**src/design/mbet_pkg.sv**
```systemverilog
`default_nettype none
package mbet_pkg;

    localparam int Q_W      = 32;
    localparam int STEP_W   = 24;
    localparam int COUNT_W  = 12;
    localparam int RADIUS_W = 7;
    localparam int IDX_W    = 10;
    localparam int CFG_IDX_W = 3;
    localparam int CFG_DATA_W = 32;
    localparam int COLOUR_W = 8;

    localparam logic [CFG_IDX_W-1:0] REG_ORIGIN_RE  = 3'd0;
    localparam logic [CFG_IDX_W-1:0] REG_ORIGIN_IM  = 3'd1;
    localparam logic [CFG_IDX_W-1:0] REG_STEP_RE    = 3'd2;
    localparam logic [CFG_IDX_W-1:0] REG_STEP_IM    = 3'd3;
    localparam logic [CFG_IDX_W-1:0] REG_ITER_LIMIT = 3'd4;
    localparam logic [CFG_IDX_W-1:0] REG_RADIUS_SQ  = 3'd5;

    typedef struct packed {
        logic signed [Q_W-1:0] origin_re;
        logic signed [Q_W-1:0] origin_im;
        logic [STEP_W-1:0]     step_re;
        logic [STEP_W-1:0]     step_im;
        logic [COUNT_W-1:0]    iteration_limit;
        logic [RADIUS_W-1:0]   escape_radius_sq;
    } mbet_cfg_t;

    typedef enum logic [2:0] {
        ST_IDLE,
        ST_COORD_MUL,
        ST_COORD_ADD,
        ST_SQUARE,
        ST_UPDATE,
        ST_FINISH
    } mbet_state_t;

    typedef struct packed {
        logic capture;
        logic coord_mul;
        logic coord_add;
        logic square;
        logic step_z;
        logic load_result;
    } mbet_cmd_t;

    typedef struct packed {
        logic limit_hit;
        logic escape;
    } mbet_status_t;

endpackage
`default_nettype wire

```
**src/design/mbet_regs.sv**
```systemverilog
`default_nettype none
module mbet_regs
    import mbet_pkg::*;
(
    input  wire logic                  clk,
    input  wire logic                  rst_n,
    input  wire logic                  cfg_valid,
    output logic                       cfg_ready,
    input  wire logic [CFG_IDX_W-1:0]  cfg_index,
    input  wire logic [CFG_DATA_W-1:0] cfg_data,
    output mbet_cfg_t                  cfg
);

    mbet_cfg_t cfg_reg;
    mbet_cfg_t cfg_next;

    assign cfg_ready = 1'b1;
    assign cfg       = cfg_reg;

    always_comb
    begin
        cfg_next = cfg_reg;
        if (cfg_valid)
        begin
            case (cfg_index)
                REG_ORIGIN_RE:  cfg_next.origin_re        = cfg_data;
                REG_ORIGIN_IM:  cfg_next.origin_im        = cfg_data;
                REG_STEP_RE:    cfg_next.step_re          = cfg_data[STEP_W-1:0];
                REG_STEP_IM:    cfg_next.step_im          = cfg_data[STEP_W-1:0];
                REG_ITER_LIMIT: cfg_next.iteration_limit  = cfg_data[COUNT_W-1:0];
                REG_RADIUS_SQ:  cfg_next.escape_radius_sq = cfg_data[RADIUS_W-1:0];
                default:        cfg_next = cfg_reg;
            endcase
        end
    end

    always_ff @(posedge clk or negedge rst_n)
    begin
        if (!rst_n)
        begin
            cfg_reg.origin_re        <= -32'sd33554432;
            cfg_reg.origin_im        <= -32'sd25165824;
            cfg_reg.step_re          <= 24'd62915;
            cfg_reg.step_im          <= 24'd62915;
            cfg_reg.iteration_limit  <= 12'd256;
            cfg_reg.escape_radius_sq <= 7'd100;
        end
        else
        begin
            cfg_reg <= cfg_next;
        end
    end

endmodule
`default_nettype wire

```
**config.mk**
```make
export PLATFORM = sky130hd
export DESIGN_NAME = mbet_regs
export DESIGN_NICKNAME = d
export VERILOG_FILES = /design/src/design/mbet_pkg.sv /design/src/design/mbet_regs.sv
export SDC_FILE = /design/constraint.sdc
export NUM_CORES = 1
export LEC_CHECK = 0
export ABC_AREA = 1
export BUFFER_PORTS_ARGS = -buffer_cell sky130_fd_sc_hd__buf_2
export CORE_MARGIN = 2
export CORE_UTILIZATION = 50
export DETAILED_ROUTE_END_ITERATION = 10
export PLACE_DENSITY = 0.82
export SLEW_MARGIN = 40
export SYNTH_ARGS = -nofsm -noshare
export SYNTH_HDL_FRONTEND = slang
export SYNTH_SLANG_ARGS = --single-unit
export TNS_END_PERCENT = 30
```
**constraint.sdc**
```tcl
create_clock -name clk -period 1.5 [get_ports clk]
set_clock_uncertainty 0.05 [all_clocks]
set_input_delay 0.15 -clock clk [delete_from_list [all_inputs] [get_ports clk]]
set_output_delay 0.15 -clock clk [all_outputs]
set_load 0.005 [all_outputs]
```
* Word level (Yosys, flattened, before mapping) *
Cells that the tools add are included.

cells by class
  equality and inequality tests = 5
  reductions and logical operators = 7

operators by type and width
  kind                number
  $reduce_and 2->1    6
  $eq 3x2->1 const B  2
  $eq 3x3->1 const B  2
  $eq 3x1->1 const B  1
  $logic_not 3->1     1

word-level totals
  flip-flop bits (word level) = 131

* Longest topological paths before layout *
  depth after elaboration = 2
  depth in mapped cells = 7
  mapped depth without buffers = 5

* Worst setup path before layout *
No wires, ideal clock.

  kind = in2reg
  from = input cfg_valid
  to = register cfg_reg (netlist bit cfg[22])
  setup time = 0.116 ns
  arrival time = 0.871 ns
  required time = 1.334 ns
  setup slack = 0.463 ns
  stages = 7
  path buffers = 2
  path through = inv_1 -> nor2_1 -> buf_2 -> nand2_1 -> clkbuf_1 -> nand2_1 -> nand2_1

between the ends
  cells in the longest elaborated chain, start to end = 1

ends and longest elaborated chain
  item                        line             RTL
  start, declared             mbet_regs.sv:7   input wire logic cfg_valid,
  $reduce_and 2->1 (no line)  n/a
  end signal, assigned        mbet_regs.sv:50  cfg_reg <= cfg_next;
  end, declared               mbet_regs.sv:14  mbet_cfg_t cfg_reg;

No other way between the ends.
A chain may end at the register's enable or synchronous reset.

* Final worst setup path *
  from = register cfg_reg (netlist bit cfg[25])
  to = output cfg[25] (netlist bit)

RTL lines
  item           line             RTL
  end, declared  mbet_regs.sv:11  output mbet_cfg_t cfg

No word-level cell between the ends.

==> flow_metrics.env <==
export IMPL_gr_total_overflow=0
export IMPL_yosys_register_bits=131
export IMPL_fmax_ghz=0.7266
export IMPL_post_drt_via_cell_ratio=5.244
export IMPL_drc=0
export IMPL_r2r_slack_ns=0.72
export IMPL_yosysTopAreaCell="dfrtp_1"
export IMPL_critPathRequiredTime_ns=1.30
export IMPL_yosysUniqueCellTypes=12
export IMPL_final_nets=831
export IMPL_gp_congestion=0.8614
export IMPL_arrival_ns=1.18
export IMPL_cts_root_buffer="clkbuf_8"
export IMPL_holdBufCountCts=35
export IMPL_worst_slack_ns=0.1237
export IMPL_core_area_mm2=0.01018
export IMPL_cp_start_kind="flop"
export IMPL_clkTransAtPathRegs_ns=0.06
export IMPL_outcome="finished clean"
export IMPL_async_flop_share_pct=100.0
export IMPL_cts_max_level=4
export IMPL_synth_edf_count=0
export IMPL_end_kind="output port"
export IMPL_cap_viol_max_count=0
export IMPL_cts_resized=0
export IMPL_vias=4940
export IMPL_place_inst=875
export IMPL_synth_most_common_cell="nand2_1"
export IMPL_synthCells=581
export IMPL_r2r_end="cfg[15]"
export IMPL_crit_chain="buf_2"
export IMPL_syn2layout_area_growth_pct=40.23
export IMPL_rows=37
export IMPL_finalCritPeriodShare_pct=91.75
export IMPL_use_met3_pct=8.040
export IMPL_cp_num_buf_inv=1
export IMPL_grt_util_all_layers_pct=29.08
export IMPL_grt_use_met1_pct=34.90
export IMPL_yosys_top_cells_count="303 x nand2_1, 100 x nand3_1, 92 x dfrtp_1"
export IMPL_start_util_pct=50.87
export IMPL_hold_start="cfg_valid"
export IMPL_grt_pass1_vias=4998
export IMPL_slew_violations=0
export IMPL_ys_warn_count=0
export IMPL_cts_num_sinks=131
export IMPL_multi_input_area_mm2=0.001687
export IMPL_cts_tree="yes"
export IMPL_largest_reg_flops=131
export IMPL_timing_rr_start="cfg[15]"
export IMPL_die_h_um=105.8
export IMPL_syn_area_per_cell_um2=8.918
export IMPL_drive_gt1_share_pct=33.37
export IMPL_syn_area_mm2=0.005181
export IMPL_die_area_mm2=0.01119
export IMPL_drt_total_wl_mm=15.55
export IMPL_grt_max_degree=38
export IMPL_die_x_um=105.8
export IMPL_synth_fp_nets=619
export IMPL_crit_type="reg2out"
export IMPL_diodes=0
export IMPL_dp_slack_ns=0.2600
export IMPL_wl_per_cell_um=16.50
export IMPL_rsz0062_at_grt="no"
export IMPL_ir_worst_vdd_mv=0.8679
export IMPL_hold_path_cell_count=5
export IMPL_fin_crit_ns=1.376
export IMPL_worstSkewPairLatency_ns=0.52
export IMPL_ant_nets=0
export IMPL_synth_top_cell_area_share_pct=44.43
export IMPL_grt_use_met2_pct=47.93
export IMPL_numCtsBuffers=17
export IMPL_worstPathMaxFanout=2
export IMPL_yosysSeqAreaShare_pct=64.21
export IMPL_ioPinCount=170
export IMPL_antenna_found_initial=0
export IMPL_ys_flop_type="dfrtp_1"
export IMPL_hold_end="cfg[2]"
export IMPL_dpl_hpwl_mm=10.15
export IMPL_r2r_cells=2
export IMPL_busiest_layer="met2"
export IMPL_postCtsSetupBuffers=0
export IMPL_dr_pass1_iters=5
export IMPL_setup_viol=0
export IMPL_cpLargestDelayFamily="flip-flops"
export IMPL_hold_viol=0
export IMPL_utilization_pct=71.34
export IMPL_clock_path_buffers=2
export IMPL_hold_class="in2reg"
export IMPL_fill_cells=772
export IMPL_final_cells=942
export IMPL_ys_top_cells_by_area="dfrtp_1 44%, nand2_1 22%, dfstp_2 20%, nand3_1 9.7%, buf_2 2.2%"
export IMPL_portBuffers=168
export IMPL_regArea_mm2=0.003327
export IMPL_power_leakage_nw=4.051
export IMPL_grt_pass1_wl_mm=24.87
export IMPL_powerDensity_mw_per_mm2=1502
export IMPL_cpPeakStageDelay_ns=0.54
export IMPL_critPathSlowestCell="dfstp_2"
export IMPL_drtIter0Drc=333
export IMPL_setup_tns_ns=0
==> stage by stage <==
step / power [mW] / instance area [µm²] / hold slack [ns]
global route: 11.41 / 7266 / 0.05503
detailed placement: 6.542 / 6292 / 0.06773
global placement: 6.460 / 6292 / 0.06873
CTS: 10.97 / 7266 / 0.01291
finish: 10.92 / 7266 / 0.04653
floorplan: 5.422 / 5181 / -0.1956
==> where the power goes <==
group	total, mW	switching (mW)	internal, mW
logic	1.86	1.00	0.851
registers	4.74	0.393	4.34
clock network	4.32	1.54	2.78
total	10.9	2.94	7.98
==> final cells by class <==
| cell class | instances | area share [%] |
|---|---|---|
| multi-input cells | 410 | 23.21 |
| clock buffers | 19 | 6.079 |
| well taps | 136 | 2.342 |
| inverters | 6 | 0.3100 |
| clock inverters | 13 | 2.497 |
| flip-flops and latches | 131 | 45.79 |
| repair buffers | 227 | 19.77 |
==> logic make-up (layout without fill, tap and decap cells) <==
family        after synthesis  after routing  synth area share [%]
buf+inv                    40            265                 3.526
flops                     131            131                 64.21
simple gates              409            409                 32.19
other cells                 1              1               0.07238
==> layout by cell type (no fill, tap or decap), drive strengths merged <==
| cell type | count |
|---|---|
| buf | 192 |
| bufinv | 4 |
| clkbuf | 19 |
| clkinv | 6 |
| clkinvlp | 2 |
| conb | 1 |
| dfrtp | 92 |
| dfstp | 39 |
| dlygate4sd3 | 35 |
| inv | 7 |
| nand2 | 303 |
| nand3 | 100 |
| nor2 | 6 |
==> worst register-to-register path, delay by kind of cell, from the launching register on <==
kind             cells  cell delay, ns
DFF                  1            0.54
and+or+nand+nor      2            0.14
==> how the worst max path moves through the flow <==
| stage | endpoint | slack (ns) | start | cells past startpoint |
|---|---|---|---|---|
| after floorplan | cfg[22] | 0.46 | cfg_valid | 7 |
| after global placement | cfg[4] | 0.32 | cfg_index[0] | 7 |
| after detailed placement | cfg[113] | 0.26 | cfg_valid | 6 |
| after CTS | cfg[44] | 0.1 | cfg[44] | 1 |
| after global routing | cfg[2] | 0.09 | cfg[2] | 1 |
| final | cfg[25] | 0.12 | cfg[25] | 1 |
==> per-layer routing <==
layer / vias to the layer above / wire [µm] / share of wire [%]
met5: - / 0 / 0
met4: 0 / 437 / 2.8
met3: 42 / 1261 / 8.1
met2: 239 / 7759 / 50
met1: 2401 / 6087 / 39
li1: 2258 / - / -
Power figures use the tool's default switching activity.
