--- config.mk ---
export PLATFORM = sky130hd
export DESIGN_NAME = mbet_ctrl
export DESIGN_NICKNAME = d
export VERILOG_FILES = /design/src/design/mbet_pkg.sv /design/src/design/mbet_ctrl.sv
export SDC_FILE = /design/constraint.sdc
export NUM_CORES = 1
export LEC_CHECK = 0
export BUFFER_PORTS_ARGS = -buffer_cell sky130_fd_sc_hd__buf_2
export CORE_AREA = 2 2 39 41
export CTS_BUF_LIST = sky130_fd_sc_hd__clkbuf_8
export DETAILED_ROUTE_END_ITERATION = 16
export DIE_AREA = 0 0 41 43
export SYNTH_ARGS = -nofsm -noshare
export SYNTH_HDL_FRONTEND = slang
export SYNTH_SLANG_ARGS = --single-unit
--- constraint.sdc ---
create_clock -name clk -period 1.1 [get_ports clk]
set_input_delay 0.22 -clock clk [delete_from_list [all_inputs] [get_ports clk]]
set_output_delay 0.22 -clock clk [all_outputs]
set_load 0.01 [all_outputs]
--- src/design/mbet_pkg.sv ---
`default_nettype none
package mbet_pkg;

    localparam int Q_W      = 32;
    localparam int STEP_W   = 24;
    localparam int COUNT_W  = 12;
    localparam int RADIUS_W = 7;
    localparam int IDX_W    = 10;
    localparam int CFG_IDX_W = 3;
    localparam int CFG_DATA_W = 32;
    localparam int COLOUR_W = 8;

    localparam logic [CFG_IDX_W-1:0] REG_ORIGIN_RE  = 3'd0;
    localparam logic [CFG_IDX_W-1:0] REG_ORIGIN_IM  = 3'd1;
    localparam logic [CFG_IDX_W-1:0] REG_STEP_RE    = 3'd2;
    localparam logic [CFG_IDX_W-1:0] REG_STEP_IM    = 3'd3;
    localparam logic [CFG_IDX_W-1:0] REG_ITER_LIMIT = 3'd4;
    localparam logic [CFG_IDX_W-1:0] REG_RADIUS_SQ  = 3'd5;

    typedef struct packed {
        logic signed [Q_W-1:0] origin_re;
        logic signed [Q_W-1:0] origin_im;
        logic [STEP_W-1:0]     step_re;
        logic [STEP_W-1:0]     step_im;
        logic [COUNT_W-1:0]    iteration_limit;
        logic [RADIUS_W-1:0]   escape_radius_sq;
    } mbet_cfg_t;

    typedef enum logic [2:0] {
        ST_IDLE,
        ST_COORD_MUL,
        ST_COORD_ADD,
        ST_SQUARE,
        ST_UPDATE,
        ST_FINISH
    } mbet_state_t;

    typedef struct packed {
        logic capture;
        logic coord_mul;
        logic coord_add;
        logic square;
        logic step_z;
        logic load_result;
    } mbet_cmd_t;

    typedef struct packed {
        logic limit_hit;
        logic escape;
    } mbet_status_t;

endpackage
`default_nettype wire

--- src/design/mbet_ctrl.sv ---
`default_nettype none
module mbet_ctrl
    import mbet_pkg::*;
(
    input  wire logic   clk,
    input  wire logic   rst_n,
    input  wire logic   in_valid,
    output logic        in_stall,
    output logic        out_valid,
    input  wire logic   out_stall,
    input  wire mbet_status_t status,
    output mbet_cmd_t   cmd
);

    mbet_state_t state_reg;
    mbet_state_t state_next;
    logic        out_valid_reg;
    logic        out_valid_next;
    logic        slot_free;

    assign in_stall  = (state_reg != ST_IDLE);
    assign out_valid = out_valid_reg;
    assign slot_free = !out_valid_reg || !out_stall;

    always_comb
    begin
        state_next     = state_reg;
        cmd            = '0;
        out_valid_next = out_valid_reg && out_stall;
        case (state_reg)
            ST_IDLE:
            begin
                if (in_valid)
                begin
                    cmd.capture = 1'b1;
                    state_next  = ST_COORD_MUL;
                end
            end
            ST_COORD_MUL:
            begin
                cmd.coord_mul = 1'b1;
                state_next    = ST_COORD_ADD;
            end
            ST_COORD_ADD:
            begin
                cmd.coord_add = 1'b1;
                state_next    = ST_SQUARE;
            end
            ST_SQUARE:
            begin
                cmd.square = 1'b1;
                state_next = ST_UPDATE;
            end
            ST_UPDATE:
            begin
                if (status.limit_hit || status.escape)
                begin
                    state_next = ST_FINISH;
                end
                else
                begin
                    cmd.step_z = 1'b1;
                    state_next = ST_SQUARE;
                end
            end
            ST_FINISH:
            begin
                // wait here while the previous result is still held
                if (slot_free)
                begin
                    cmd.load_result = 1'b1;
                    out_valid_next  = 1'b1;
                    state_next      = ST_IDLE;
                end
            end
            default:
            begin
                state_next = ST_IDLE;
            end
        endcase
    end

    always_ff @(posedge clk or negedge rst_n)
    begin
        if (!rst_n)
        begin
            state_reg     <= ST_IDLE;
            out_valid_reg <= 1'b0;
        end
        else
        begin
            state_reg     <= state_next;
            out_valid_reg <= out_valid_next;
        end
    end

endmodule
`default_nettype wire

Word level (Yosys, flattened, before mapping)
Index checks and enable logic that the tools add are counted.

storage, ports and cells
  register bits after elaboration = 4
  bits in latches = 0
  RAM bits = 0
  ROM bits = 0
  input port bits = 6
  output and inout port bits = 8
  memories kept = 0

operators by class
  add/subtract/negate cells = 0
  multiply operators = 0
  divide/modulo/power cells = 0
  magnitude comparators = 0
  eq/ne operators = 7
  shift operators = 0
  mux-type cells = 15
  bitwise gates (word level) = 0
  reductions and logical operators = 8

operators with widths
  kind                  count
  $pmux W3 S6           1
  $mux W1               11
  $mux W3               3
  $eq A3 B2 Y1 const B  2
  $eq A3 B3 Y1 const B  2
  $ne A2 B2 Y1 const B  2
  $eq A3 B1 Y1 const B  1
  $logic_not A3 Y1      1
  $reduce_bool A3 Y1    1
  $logic_not A1 Y1      2
  $logic_or A1 B1 Y1    2
  $reduce_and A2 Y1     1
  $logic_and A1 B1 Y1   1

Depth between registers and ports, before layout
  depth after elaboration = 4
  depth in mapped cells = 3
  depth with buffers taken out = 2

Worst setup path before layout
No wires, ideal clock.

  path kind = reg2out
  start point = reg state_reg[2]
  end point = out cmd[5] in the netlist's numbering
  data arrival time = 1.102 ns
  data required time = 0.880 ns
  path slack = -0.222 ns
  stages on the path, launching flop included = 4
  cells stage by stage = dfrtp_1 > buf_6 > or3_1 > nor2_1

RTL lines
  element                 RTL line         RTL
  from (decl)             mbet_ctrl.sv:15  mbet_state_t state_reg;
  from (signal assigned)  mbet_ctrl.sv:92  state_reg <= state_next;
  to (decl)               mbet_ctrl.sv:12  output mbet_cmd_t cmd

==> reports/metrics.csv <==
stage,metric,value,unit
status,status,"finished, violations left",
status,violated checks,negative setup slack,
drt,met3 WL,41,µm
pwr,pwr dens,2870,nW/µm²
drt,wl on met1,329,µm
finish,FILL cells,148,
yosys,syn nets,36,
pwr,power consumption,1.37,mW
finish,final net count,57,
yosys,"EDFF count, synth",0,
sta,worst-margin pin slew,0.208,ns
placed_design,placed cell count,61,
yosys,Post-synth top cells,"4 x dfrtp_1, 4 x nor2_1, 3 x nand2_1",
grt,grt total ovfl,0,
setup_path,Critical Path Start Type,register,
clock_tree,number of buffers created by CTS,3,
clock_tree,"Clk Latency, worst-skew pair",0.22,ns
setup_path,crit path buf inv count,1,
grt,first-pass GRT wire length,1160,µm
placed_design,GPL Wtd Cong,0.731,
grt,largest net degree at the start of global routing,9,
grt,Global Route Usage Sum,0.110,
finish,Layout Area Growth over Synthesis,72.9,%
finish,post-route insts no fill,65,
finish,number of flip-flops under the largest register name,3,
sta,Slew headroom,0.861,
clock_tree,clock sink total,4,
clock_tree,deepest clock path buffer count,2,
pwr,Max IR drop VDD,0.000699,V
drt,via/cell ratio,4.63,
sta,Final setup viols,7,
run,MaxCap Viol Count,0,
yosys,ys async rst share,1.00,
grt,antenna violations before repair,0,
die,io pins,14,
yosys,Main synth FF type,dfrtp_1,
clock_tree,post-CTS setup buffers,0,
pwr,LEAKAGE,0.233,nW
finish,share of layout cells above drive strength 1,0.612,
setup_path,Worst setup EP type,output port,
drt,routed length on met2,345,µm
die,Die Y-Extent,43,µm
yosys,"Avg Cell Area, Syn",9.22,µm²
finish,post-route cell area,478,µm²
clock_tree,clk slew on worst S/H paths,0.04,ns
sta,Max Slew Vio Count,0,
yosys,Synth area leaders,"dfrtp_1 36%, buf_6 8.1%, nor2_1 5.4%",
die,FP Rows,14,
sta,crit share post-route,1.30,
sta,clk_skew,0.00535,ns
die,Chip Width,41,µm
yosys,synth warn,0,
drt,Avg WL per Cell,11.4,µm
sta,Max Freq,699,MHz
yosys,Yosys reg bits,4,
placed_design,DP HPWL,547,µm
die,die area,1760,µm²
setup_path,CP top delay family,simple AND/OR/NAND/NOR gates,
drt,"wirelength, routed",743,µm
yosys,Syn Inst Count,30,
sta,count of final hold-check violations,0,
setup_path,crit path max fanout,4,
drt,Initial DRC Count,4,
setup_path,CP max-delay cell,dfrtp_1,
setup_path,Worst Path Required,0.88,ns
setup_path,crit path kind,reg2out,
clock_tree,H-tree levels,1,
yosys,sequential-to-total area share from yosys stat,0.362,
sta,fin crit period,1.43,ns
drt,DR vias,301,
drt,Antenna Violating Nets Remaining,0,
die,core area,1380,µm²
sta,unrepaired setup endpoints after global routing,true,
drt,highest metal used,met4,
setup_path,Crit path arrival time,1.21,ns
yosys,Post-Syn Area,277,µm²
yosys,leading area contributor after synthesis,dfrtp_1,
clock_tree,clock root buffer,clkbuf_8,
setup_path,worst path cell trace,or3_4 -> nor2_4 -> buf_6,
grt,vias in the first global route,244,
sta,final worst-path setup slack,-0.330,ns
placed_design,I/O Buffers,13,
finish,# diodes,0,
drt,Initial DRT Pass Iterations,4,
die,Initial Util,0.200,
setup_path,delay of the slowest critical-path stage,0.40,ns
yosys,Synth cell types,19,
drt,DRC errors left,0,
clock_tree,CTS tree,built,
worst_hold_path,worst min path class,in2reg,
placed_design,Placed Area,392,µm²
yosys,post-synth top area share,0.362,
==> cells by family (layout without fill, tap and decap cells) <==
logic type      count (synthesis)  in the layout  share of synthesized area
flops                           4              4                      0.362
compound gates                  7              7                      0.208
xor+xnor                        1              1                     0.0317
buf+inv                         5             24                      0.127
simple gates                   13             13                      0.271
==> through the flow <==
| step | util | setup WS, ns | setup TNS, ns | hold slack [ns] |
|---|---|---|---|---|
| final | 0.345 | -0.330 | -1.81 | 0.242 |
| after global routing | 0.345 | -0.369 | -2.28 | 0.247 |
| after CTS | 0.336 | -0.329 | -1.82 | 0.239 |
| after detailed placement | 0.283 | -0.141 | -0.381 | 0.0301 |
| after global placement | 0.283 | -0.121 | -0.303 | 0.0294 |
| after floorplan | - | -0.146 | -0.220 | -0.0756 |
==> path summary, 6_finish.rpt <==
check                                    startpoint                        to  slack (ns)  cells after the start
min reg2reg                     out_valid$_DFF_PN0_       out_valid$_DFF_PN0_        0.60                      3
max in group asynchronous                     rst_n  state_reg[1]$_DFFE_PN0P_        0.64                      2
min in group asynchronous                     rst_n  state_reg[0]$_DFFE_PN0P_        0.33                      2
max reg2reg                state_reg[1]$_DFFE_PN0P_  state_reg[2]$_DFFE_PN0P_        0.02                      3
max                        state_reg[0]$_DFFE_PN0P_                    cmd[1]       -0.33                      3
min                                       out_stall       out_valid$_DFF_PN0_        0.24                      3
==> per-layer routing <==
metal | up-vias | track usage
met5 | - | 0
met4 | 0 | 0.140
met3 | 3 | 0.0471
met2 | 15 | 0.119
met1 | 140 | 0.133
li1 | 143 | -
==> timing repair <==
action | CTS | global route
resized for setup | 4 | 2
endpoints found under the hold margin | 4 | 0
hold buffers | 1 | 0
pin swaps | 1 | 0
setup endpoints to repair | 7 | 8
==> worst min-delay path: stages <==
cell and delay [ns]:
buf_2 0.10, nand2_1 0.05, o21ai_0 0.06
==> cell usage in the layout (no fill, tap or decap), drive strengths merged, types with 2 or more instances in the layout <==
master / netlist / routed
inv: 2 / 2
buf: 3 / 18
nand2: 3 / 3
or3: 2 / 2
nor2: 4 / 4
nor3: 2 / 2
dfrtp: 4 / 4
clkbuf: 0 / 3
==> cell type report <==
class,count,area [µm²],area share
sequential,4,100,0.209
clock buffer,3,41.3,0.0864
timing repair buffer,19,131,0.275
inverter,2,7.51,0.0157
multi-input combinational,21,178,0.372
tap,16,20.0,0.0419
==> report_power, final <==
group | switching, mW | leakage [nW] | total [mW] | internal [mW]
Sequential | 0.0409 | 0.0516 | 0.249 | 0.208
Combinational | 0.366 | 0.160 | 0.800 | 0.433
Clock | 0.0901 | 0.0216 | 0.325 | 0.235
Total | 0.497 | 0.233 | 1.37 | 0.876
No activity file was read; power rests on OpenSTA's default activity.
